[config.mk]
export PLATFORM = sky130hd
export DESIGN_NAME = positional_list_engine_core
export DESIGN_NICKNAME = d
export VERILOG_FILES = /design/src/ple_pkg.sv /design/src/ple_cell.sv /design/src/ple_chain.sv /design/src/positional_list_engine_core.sv
export SDC_FILE = /design/constraint.sdc
export NUM_CORES = 2
export LEC_CHECK = 0
export BUFFER_PORTS_ARGS = -buffer_cell sky130_fd_sc_hd__buf_2
export CORE_MARGIN = 10
export CORE_UTILIZATION = 60
export CTS_BUF_LIST = sky130_fd_sc_hd__clkbuf_4
export CTS_CLUSTER_SIZE = 10
export DETAILED_ROUTE_END_ITERATION = 7
export MAX_ROUTING_LAYER = met4
export PLACE_DENSITY_LB_ADDON = 0.2
export SLEW_MARGIN = 20
export SYNTH_ARGS = -nofsm -noshare
export SYNTH_HDL_FRONTEND = slang
export SYNTH_SLANG_ARGS = --single-unit
[constraint.sdc]
create_clock -name clk_i -period 9.3 [get_ports clk_i]
set_clock_uncertainty 0.1 [all_clocks]
set_input_delay 0.93 -clock clk_i [delete_from_list [all_inputs] [get_ports clk_i]]
set_output_delay 0.93 -clock clk_i [all_outputs]
set_load 0.01 [all_outputs]
[src/ple_pkg.sv]
package ple_pkg;

  localparam int unsigned Capacity = 16;
  localparam int unsigned IdxW     = $clog2(Capacity);
  localparam int unsigned CntW     = $clog2(Capacity + 1);
  localparam int unsigned CmpW     = ((CntW > 5) ? CntW : 5) + 1;

  typedef enum logic [2:0] {
    ACT_INS_FRONT = 3'd0,
    ACT_INS_BACK  = 3'd1,
    ACT_INS_AT    = 3'd2,
    ACT_DEL_FRONT = 3'd3,
    ACT_DEL_BACK  = 3'd4,
    ACT_DEL_AT    = 3'd5,
    ACT_DUMP      = 3'd6
  } act_e;

  typedef enum logic [1:0] {
    ST_OK      = 2'd0,
    ST_INVALID = 2'd1,
    ST_FULL    = 2'd2,
    ST_EMPTY   = 2'd3
  } status_e;

  typedef enum logic [1:0] {
    OP_HOLD = 2'd0,
    OP_INS  = 2'd1,
    OP_DEL  = 2'd2,
    OP_ROT  = 2'd3
  } cell_op_e;

  typedef struct packed {
    logic [2:0]         action;
    logic signed [31:0] value;
    logic [4:0]         position;
  } ple_in_t;

  typedef struct packed {
    logic [1:0]         status;
    logic [4:0]         element_count;
    logic signed [31:0] element_value;
    logic               is_last;
  } ple_out_t;

  typedef struct packed {
    cell_op_e          op;
    logic [IdxW-1:0]   slot;
    logic [CntW-1:0]   len;
    logic signed [31:0] value;
  } ple_ctl_t;

endpackage

[src/ple_cell.sv]
module ple_cell (
  input  logic               clk_i,
  input  ple_pkg::ple_ctl_t  ctl_i,
  input  logic [ple_pkg::IdxW-1:0] idx_i,
  input  logic signed [31:0] left_i,
  input  logic signed [31:0] right_i,
  input  logic signed [31:0] head_i,
  output logic signed [31:0] data_o
);

  logic signed [31:0] data_q, data_d;
  logic [ple_pkg::CntW-1:0] idx_ext;
  logic [ple_pkg::CntW-1:0] tail;

  assign idx_ext = ple_pkg::CntW'(idx_i);
  assign tail    = ctl_i.len - 1'b1;

  always_comb begin
    data_d = data_q;
    case (ctl_i.op)
      ple_pkg::OP_INS: begin
        if (idx_i == ctl_i.slot) begin
          data_d = ctl_i.value;
        end else if (idx_i > ctl_i.slot) begin
          data_d = left_i;
        end
      end
      ple_pkg::OP_DEL: begin
        if (idx_i >= ctl_i.slot) begin
          data_d = right_i;
        end
      end
      ple_pkg::OP_ROT: begin
        if (idx_ext == tail) begin
          data_d = head_i;
        end else if (idx_ext < tail) begin
          data_d = right_i;
        end
      end
      default: data_d = data_q;
    endcase
  end

  always_ff @(posedge clk_i) begin
    data_q <= data_d;
  end

  assign data_o = data_q;

endmodule

[src/ple_chain.sv]
module ple_chain (
  input  logic               clk_i,
  input  ple_pkg::ple_ctl_t  ctl_i,
  output logic signed [31:0] head_o
);

  logic signed [31:0] data [ple_pkg::Capacity];

  for (genvar g = 0; g < ple_pkg::Capacity; g++) begin : g_cell
    logic signed [31:0] left, right;
    if (g == 0) begin : g_first
      assign left = '0;
    end else begin : g_mid_l
      assign left = data[g-1];
    end
    if (g == ple_pkg::Capacity - 1) begin : g_last
      assign right = '0;
    end else begin : g_mid_r
      assign right = data[g+1];
    end
    ple_cell u_cell (
      .clk_i  (clk_i),
      .ctl_i  (ctl_i),
      .idx_i  (ple_pkg::IdxW'(g)),
      .left_i (left),
      .right_i(right),
      .head_i (data[0]),
      .data_o (data[g])
    );
  end

  assign head_o = data[0];

endmodule

[src/positional_list_engine_core.sv]
// Positional list engine: an ordered list of up to 16 signed 32-bit words held in a
// chain of shifting cells. A command is taken when start is high and busy is low.
// Every insert, delete or undefined action returns one result word, strobed the
// cycle after the command, and the block can take a new command in that same
// cycle: one command per clock while no dump holds busy high. A dump returns
// one word per element on consecutive cycles (one word, status empty, for an
// empty list), the first in the cycle after the command; busy stays high until
// the final word is strobed. There is no way to stall results: the receiver
// must take each word in the cycle strobe is high.
module positional_list_engine_core (
  input  logic             clk_i,
  input  logic             rst_ni,
  input  logic             start,
  output logic             busy,
  input  ple_pkg::ple_in_t cmd_i,
  output logic             strobe,
  output ple_pkg::ple_out_t res_o
);

  typedef enum logic {
    S_IDLE,
    S_DUMP
  } state_e;

  state_e state_q, state_d;
  logic [ple_pkg::CntW-1:0] len_q, len_d;
  logic [ple_pkg::IdxW-1:0] dcnt_q, dcnt_d;
  logic strobe_q, strobe_d;
  ple_pkg::ple_out_t res_q, res_d;
  ple_pkg::ple_ctl_t ctl;
  logic signed [31:0] head;
  logic accept, full, empty;
  logic [ple_pkg::CmpW-1:0] pos_w, len_w;
  ple_pkg::status_e st;

  assign accept = start && (state_q == S_IDLE);
  assign full   = (len_q >= ple_pkg::CntW'(ple_pkg::Capacity));
  assign empty  = (len_q == '0);
  assign pos_w  = ple_pkg::CmpW'(cmd_i.position);
  assign len_w  = ple_pkg::CmpW'(len_q);

  ple_chain u_chain (
    .clk_i (clk_i),
    .ctl_i (ctl),
    .head_o(head)
  );

  always_comb begin
    state_d  = state_q;
    len_d    = len_q;
    dcnt_d   = dcnt_q;
    strobe_d = 1'b0;
    st       = ple_pkg::ST_OK;
    ctl.op    = ple_pkg::OP_HOLD;
    ctl.slot  = '0;
    ctl.len   = len_q;
    ctl.value = cmd_i.value;
    res_d.status        = ple_pkg::ST_OK;
    res_d.element_count = 5'(len_q);
    res_d.element_value = '0;
    res_d.is_last       = 1'b1;

    if (state_q == S_DUMP) begin
      ctl.op              = ple_pkg::OP_ROT;
      strobe_d            = 1'b1;
      res_d.element_value = head;
      res_d.is_last       = (ple_pkg::CntW'(dcnt_q) == len_q - 1'b1);
      dcnt_d              = dcnt_q + 1'b1;
      if (res_d.is_last) begin
        state_d = S_IDLE;
      end
    end else if (accept) begin
      strobe_d = 1'b1;
      unique case (cmd_i.action) inside
        ple_pkg::ACT_INS_FRONT, ple_pkg::ACT_INS_BACK, ple_pkg::ACT_INS_AT: begin
          if (cmd_i.action == ple_pkg::ACT_INS_AT &&
              (pos_w == '0 || pos_w > len_w + 1'b1)) begin
            st = ple_pkg::ST_INVALID;
          end else if (full) begin
            st = ple_pkg::ST_FULL;
          end else begin
            ctl.op = ple_pkg::OP_INS;
            if (cmd_i.action == ple_pkg::ACT_INS_BACK) begin
              ctl.slot = ple_pkg::IdxW'(len_q);
            end else if (cmd_i.action == ple_pkg::ACT_INS_AT) begin
              ctl.slot = ple_pkg::IdxW'(cmd_i.position - 1'b1);
            end
            len_d = len_q + 1'b1;
          end
        end
        ple_pkg::ACT_DEL_FRONT, ple_pkg::ACT_DEL_BACK, ple_pkg::ACT_DEL_AT: begin
          if (empty) begin
            st = ple_pkg::ST_EMPTY;
          end else if (cmd_i.action == ple_pkg::ACT_DEL_AT &&
                       (pos_w == '0 || pos_w > len_w)) begin
            st = ple_pkg::ST_INVALID;
          end else begin
            ctl.op = ple_pkg::OP_DEL;
            if (cmd_i.action == ple_pkg::ACT_DEL_BACK) begin
              ctl.slot = ple_pkg::IdxW'(len_q - 1'b1);
            end else if (cmd_i.action == ple_pkg::ACT_DEL_AT) begin
              ctl.slot = ple_pkg::IdxW'(cmd_i.position - 1'b1);
            end
            len_d = len_q - 1'b1;
          end
        end
        ple_pkg::ACT_DUMP: begin
          if (empty) begin
            st = ple_pkg::ST_EMPTY;
          end else begin
            // first word leaves now, the ring rotates once per word
            ctl.op              = ple_pkg::OP_ROT;
            res_d.element_value = head;
            res_d.is_last       = (len_q == ple_pkg::CntW'(1));
            dcnt_d              = ple_pkg::IdxW'(1);
            if (!res_d.is_last) begin
              state_d = S_DUMP;
            end
          end
        end
        default: st = ple_pkg::ST_INVALID;
      endcase
      res_d.status        = st;
      res_d.element_count = 5'(len_d);
    end
  end

  always_ff @(posedge clk_i or negedge rst_ni) begin
    if (!rst_ni) begin
      state_q  <= S_IDLE;
      len_q    <= '0;
      dcnt_q   <= '0;
      strobe_q <= 1'b0;
      res_q    <= '0;
    end else begin
      state_q  <= state_d;
      len_q    <= len_d;
      dcnt_q   <= dcnt_d;
      strobe_q <= strobe_d;
      res_q    <= res_d;
    end
  end

  assign busy   = (state_q == S_DUMP);
  assign strobe = strobe_q;
  assign res_o  = res_q;

endmodule

# After elaboration in Yosys (flattened, before gate mapping)
# Index checks and enable logic that the tools add are counted.
[totals]
input_bits = 43
output_inout_bits = 42
wordCells = 343
ff_bits = 563
[classes]
mux = 138
n_eq_ne = 91
reduce_logical = 33
n_bitwise = 1
order_cmp = 51
add_sub_neg = 5
[ops]
columns = ["cell", "count"]
rows = [
  ["$mux 32", 80],
  ["$pmux 32 s3", 16],
  ["$mux 33", 3],
  ["$ne 3x3->1 const B", 31],
  ["$reduce_and 4->1", 15],
  ["$eq 4x5->1 const A", 8],
  ["$lt 4x5->1 const A", 8],
  ["$mux 40", 1],
  ["$ne 2x2->1 const B", 19],
  ["$mux 4", 9],
  ["$eq 4x4->1 const A", 8],
  ["$ge 4x4->1 const A", 8],
  ["$gt 4x4->1 const A", 8],
  ["$mux 5", 5],
  ["$mux 6", 4],
  ["$eq 3x5->1 const A", 4],
  ["$lt 3x5->1 const A", 4],
  ["$eq 3x4->1 const A", 4],
  ["$ge 3x4->1 const A", 4],
  ["$gt 3x4->1 const A", 4],
  ["$mux 2", 6],
  ["$pmux 2 s3", 2],
  ["$eq 2x5->1 const A", 2],
  ["$logic_not 5->1", 2],
  ["40 further kinds", 64],
]

# Depth between registers and ports, before layout
[logic_depth]
word_depth = 12
ltp_mapped = 21

# Hierarchy
# Synthesis repeated with hierarchy kept, for this count alone.
[hier_totals]
hier_cells = 5108
area_unflattened_um2 = 50464.6
[by_module_without_submodules]
columns = ["mod", "area_per_inst_um2", "cells_per_inst", "instances", "seq_area_each_um2"]
rows = [
  ["ple_cell (u_chain.g_cell[3].u_cell ...)", 4036.4, 410, 7, 960.9],
  ["ple_cell (u_chain.g_cell[0].u_cell ...)", 2162.1, 219, 9, 960.9],
  ["positional_list_engine_core", 2743.9, 265, 1, 1276.2],
  ["ple_chain", 7.5, 2, 1, 0.0],
]

# Least setup slack after synthesis
# OpenSTA, ideal clock, no wires.
[synth_timing]
path_type = "register to register"
startpoint = "reg len_q[0] (netlist name)"
endpoint = "reg u_chain.g_cell[5].u_cell.data_q[0] (enable)"
path_stages_with_launch = 19
setup_slack_ns = -0.233
arrival_ns = 8.839
t_required_ns = 8.606
path_cell_list = "dfrtp_1 -> buf_2 -> inv_1 -> ha_1 -> clkbuf_1 -> inv_1 -> ha_1 -> nor2b_1 -> o21bai_1 -> a21oi_1 -> o31a_1 -> nand2b_1 -> a21oi_1 -> nor2_1 -> ha_1 -> clkbuf_1 -> nor2_1 -> nor2_1 -> a2111oi_0"
[synth_via]
elab_chain_cells = 11
elab_cells_between_ends = 35
classes_between = "add/sub: 2; order compare: 6; eq/ne: 8; mux: 12; reduce/logical: 7"
[synth_rtl]
columns = ["element", "line", "source"]
rows = [
  ["start, declared", "positional_list_engine_core.sv:26", "logic [ple_pkg::CntW-1:0] len_q, len_d;"],
  ["start signal, assigned", "positional_list_engine_core.sv:137", "len_q <= len_d;"],
  ["$add 5x1->6 or $gt 5x5->1 (tied branches)", "positional_list_engine_core.sv:77, positional_list_engine_core.sv:95", ""],
  ["$gt 5x6->1 or $logic_or 1x1->1 (tied branches)", "positional_list_engine_core.sv:77, positional_list_engine_core.sv:95", ""],
  ["$logic_or 1x1->1 or $logic_and 1x1->1 (tied branches)", "positional_list_engine_core.sv:77, positional_list_engine_core.sv:94", ""],
  ["$logic_and 1x1->1 or $mux 6 (tied branches)", "positional_list_engine_core.sv:76, positional_list_engine_core.sv:94", ""],
  ["$mux 6 (on tied branches)", "positional_list_engine_core.sv:76, positional_list_engine_core.sv:92", ""],
  ["$pmux 4 s2 or $pmux 2 s3 (tied branches)", "positional_list_engine_core.sv:74", "unique case (cmd_i.action) inside"],
  ["$mux 6", "positional_list_engine_core.sv:72", "end else if (accept) begin"],
  ["$mux 4 or $mux 2 (tied branches)", "positional_list_engine_core.sv:63", "if (state_q == S_DUMP) begin"],
  ["$gt 3x4->1 (tied with other cells)", "ple_cell.sv:24", "end else if (idx_i > ctl_i.slot) begin"],
  ["$ne 3x3->1 (no source line) (tied with other cells)", "-", ""],
  ["$reduce_and 4->1 (no source line) *", "-", ""],
  ["end signal, assigned", "ple_cell.sv:45", "data_q <= data_d;"],
  ["end, declared", "ple_cell.sv:11", "logic signed [31:0] data_q, data_d;"],
]
# Mark *: on every way between the ends. The rest lies on a longest branch, timed or not.
# A chain may end at the register's enable or synchronous reset.

# Worst setup path after layout
[layout_timing]
startpoint = "reg len_q[0] (netlist name)"
endpoint = "reg u_chain.g_cell[7].u_cell.data_q[2] (data pin)"
[layout_via]
elab_chain_cells = 11
elab_cells_between_ends = 30
classes_between = "add/sub: 2; order compare: 3; eq/ne: 5; mux: 15; reduce/logical: 5"
[layout_rtl]
columns = ["element", "line", "source"]
rows = [
  ["$add 5x1->6 or $gt 5x5->1 (tied branches)", "positional_list_engine_core.sv:77, positional_list_engine_core.sv:95", ""],
  ["$gt 5x6->1 or $logic_or 1x1->1 (tied branches)", "positional_list_engine_core.sv:77, positional_list_engine_core.sv:95", ""],
  ["$logic_or 1x1->1 or $logic_and 1x1->1 (tied branches)", "positional_list_engine_core.sv:77, positional_list_engine_core.sv:94", ""],
  ["$logic_and 1x1->1 or $mux 6 (tied branches)", "positional_list_engine_core.sv:76, positional_list_engine_core.sv:94", ""],
  ["$mux 6 (on tied branches)", "positional_list_engine_core.sv:76, positional_list_engine_core.sv:92", ""],
  ["$pmux 4 s2", "positional_list_engine_core.sv:74", ""],
  ["$mux 6", "positional_list_engine_core.sv:72", ""],
  ["$mux 4", "positional_list_engine_core.sv:63", ""],
  ["$eq 3x4->1", "ple_cell.sv:22", "if (idx_i == ctl_i.slot) begin"],
  ["$mux 32", "ple_cell.sv:22", ""],
  ["$pmux 32 s3 *", "ple_cell.sv:20", "case (ctl_i.op)"],
  ["net u_chain.g_cell[7].u_cell.data_d[2]", "ple_cell.sv:11", ""],
  ["end signal, assigned", "ple_cell.sv:45", ""],
  ["end, declared", "ple_cell.sv:11", ""],
]
# Mark *: on every way through the listed nets, which the timed path passes. The rest lies on a longest branch.

==> flow_summary.ini <==
[status]
outcome = complete, but fails checks
violations = DRC

[detailed_routing]
drtIter0Drc = 7252
vias = 36400
drc = 11
ant_nets = 0
viasPerCell = 8.45
drt_pass1_iterations = 8
wirelength_um = 149000
wl_per_cell_um = 34.5

[critical_path]
worstSetupPathType = flop to flop
worstReg2RegStart = len_q[0]
cp.arrival_ns = 7.70
critPathMaxFanout = 208
r2r_slack_ns = 2.43
reg2reg_depth = 18
end_kind = flop
critPathRequiredTime_ns = 10.13
critPathLaunchType = flop
r2r_end = u_chain.g_cell[7].u_cell.data_o[2]

[cts]
numCtsBuffers = 160
htree_levels = 4
post_cts_buffers = 0
cts.clk_slew.worst_paths_ns = 0.07
clock_path_buffers = 3
cts.sinks = 563
clk_latency_ns = 1.10
clockRootBuffer = clkbuf_4
cts_tree = built

[floorplanning]
fp.dieH_um = 273
rows = 92
ioPinCount = 85
core_area_sq_mm = 0.0633
die-area_sq_mm = 0.0748
dieWidth_um = 273
start_util = 0.609

[synth]
ys.flop_type = edfxtp_1
syn_area_sq_mm = 0.0385
synthDominantCellAreaShare = 0.399
syn_avg_cell_area_sq_um = 11.0
synthArstFlopShare = 0.0906
yosysSeqAreaShare = 0.432
synth_edf_count = 512
synthCells = 3513
syn-num-nets = 3579
synth_area_leader_cell = edfxtp_1
ys_types = 66
ys_warn_count = 0
synth_area_leaders = edfxtp_1 40%, mux2_2 13%, o211ai_1 8.1%
ys_ff_latch = 563

[min_path]
hp-class = input port to flop
min_from = start
hold_depth = 2
hold_end = strobe

[timing]
rsz0062_at_grt = false
finalWorstSetupSlack_ns = 2.43
min_period_ns = 6.87
finalHoldWorstSlack_ns = 0.103
finalHoldViolCount = 0
fmax_ghz = 0.146
worst_slew_pin_slew_ns = 1.31
tns_ns = 0
relSlewSlack = 0.129
slew_violations = 0
setup_viol = 0
fin_crit_sh = 0.738

[global_routing]
antenna_found_initial = 5
grt_max_degree = 221
gr-usage-all-layers = 0.392
grt_pass1_vias = 35100
grt_pass1_wl_um = 221000
grt-ovfl-total = 0

[final_layout]
final_nets = 3387
final_common_cell = edfxtp_1
layout_common_cells = 512 x edfxtp_1, 438 x mux2_2, 417 x o211ai_1, 353 x a22oi_1, 260 x clkbuf_4
design_area_sq_mm = 0.0411
fill_cells = 4983
fin_cells = 4303
drive_gt1_frac = 0.280
areaGrowthSynthToFinish_pct = 6.62

[pwr]
pwr-share-comb = 0.528
p_sw_mw = 8.96
p_int_mw = 10.4
p_per_area_mw_per_mm2 = 472
swShare = 0.462
vdd_ir_drop_max_v = 0.000557
seqPwrFrac = 0.341
p_leak_nw = 13.2
clockPowerShare = 0.131

[place]
globalplace.congestion = 0.910
hpwl_um = 74800
place_ws_ns = 2.66
placed_area_sq_mm = 0.0388
dp_cells = 4003
portBuffers = 84

[job]
cap_violations = 0
-- final cells by class --
| cell class | count | area (sq um) | area share |
|---|---|---|---|
| tap | 846 | 1060 | 0.0258 |
| antenna | 6 | 15.0 | 0.000365 |
| timing repair buffer | 173 | 1210 | 0.0295 |
| clock buffer | 260 | 1950 | 0.0475 |
| inverter | 13 | 48.8 | 0.00119 |
| clock inverter | 32 | 235 | 0.00572 |
| multi-input combinational | 2410 | 19900 | 0.485 |
| sequential | 563 | 16700 | 0.405 |
-- cell usage after synthesis, types with 36 or more instances --
master and instances:
a22o_1 98, a22oi_1 353, a311o_1 96, and2_1 36
buf_1 36, buf_2 55, clkbuf_1 396, dfrtp_1 51
edfxtp_1 512, mux2_2 438, nand2_1 130, nand3_1 49
nor2b_1 38, nor4_1 101, o211ai_1 417, o21ai_0 47
o21ai_1 36, o311ai_0 212, o311ai_1 76
-- worst max path at each step --
stage,startpoint,end,slack [ns]
2_1_floorplan,len_q[0],u_chain.g_cell[5].u_cell.data_o[0],1.33
3_3_place_gp,len_q[0],u_chain.g_cell[2].u_cell.data_o[31],2.93
3_5_place_dp,len_q[0],u_chain.g_cell[3].u_cell.data_o[31],2.66
4_1_cts,len_q[0],u_chain.g_cell[3].u_cell.data_o[31],2.68
5_1_grt,len_q[0],u_chain.g_cell[7].u_cell.data_o[2],1.88
6_report,len_q[0],u_chain.g_cell[7].u_cell.data_o[2],2.43
-- registers in the layout (all words and copies together), names as in the netlist --
signal	cells
busy	1
dcnt_q	4
len_q	5
res_o	40
strobe	1
u_chain.g_cell.u_cell.data_o	512
-- metal layers --
layer	up-vias	share of wire	GRT usage
met3	815	0.16	0.142
met4	0	0.061	0.224
met1	17200	0.35	0.480
li1	14500	-	-
met2	3757	0.42	0.553
met5	-	0	-
-- cell families (layout without fill, tap and decap cells) --
kind of cell / after synthesis / count (layout) / synth area share
AO/OA/AOI/OAI: 1472 / 1472 / 0.302
flip-flops: 563 / 563 / 0.432
XOR/XNOR: 20 / 20 / 0.00454
buffers and inverters: 540 / 478 / 0.0615
other: 0 / 6 / 0
AND/OR/NAND/NOR: 445 / 445 / 0.0613
adder cells (fa/ha/maj): 23 / 23 / 0.00747
multiplexers: 450 / 450 / 0.131
-- stage by stage --
stage               utilization  power (mW)
CTS                       0.648        18.8
global route              0.649        20.1
detailed placement        0.613        16.3
floorplan                     -        13.1
finish                    0.649        19.4
global placement          0.613        15.8
-- critical path: stages (launching register included) --
cell	delay, ns
dfrtp_1	0.76
inv_1	0.30
ha_1	0.54
inv_1	0.17
ha_1	0.31
nor2b_1	0.13
o21bai_1	0.19
a21oi_1	0.18
o31a_1	0.37
nand2b_1	0.18
a21oi_1	0.24
nor2_1	0.13
ha_4	0.40
nor2_4	0.23
buf_12	0.61
nand2_1	0.69
a2111oi_0	0.67
a32oi_1	0.19
nand3_1	0.13
-- power groups by stage --
| stage | clock [mW] | combinational, mW | sequential, mW |
|---|---|---|---|
| global route | 2.67 | 10.7 | 6.75 |
| floorplan | 0 | 7.06 | 6.09 |
| finish | 2.54 | 10.2 | 6.62 |
| global placement | 0 | 9.38 | 6.44 |
| detailed placement | 0 | 9.74 | 6.56 |
| CTS | 2.53 | 9.77 | 6.51 |
-- repair_timing --
item                      4_1_cts  5_1_grt
hold endpoints to repair       51        0
hold buffers                    1        0
gates resized for setup         0        0
(Power assumes the default switching activity.)
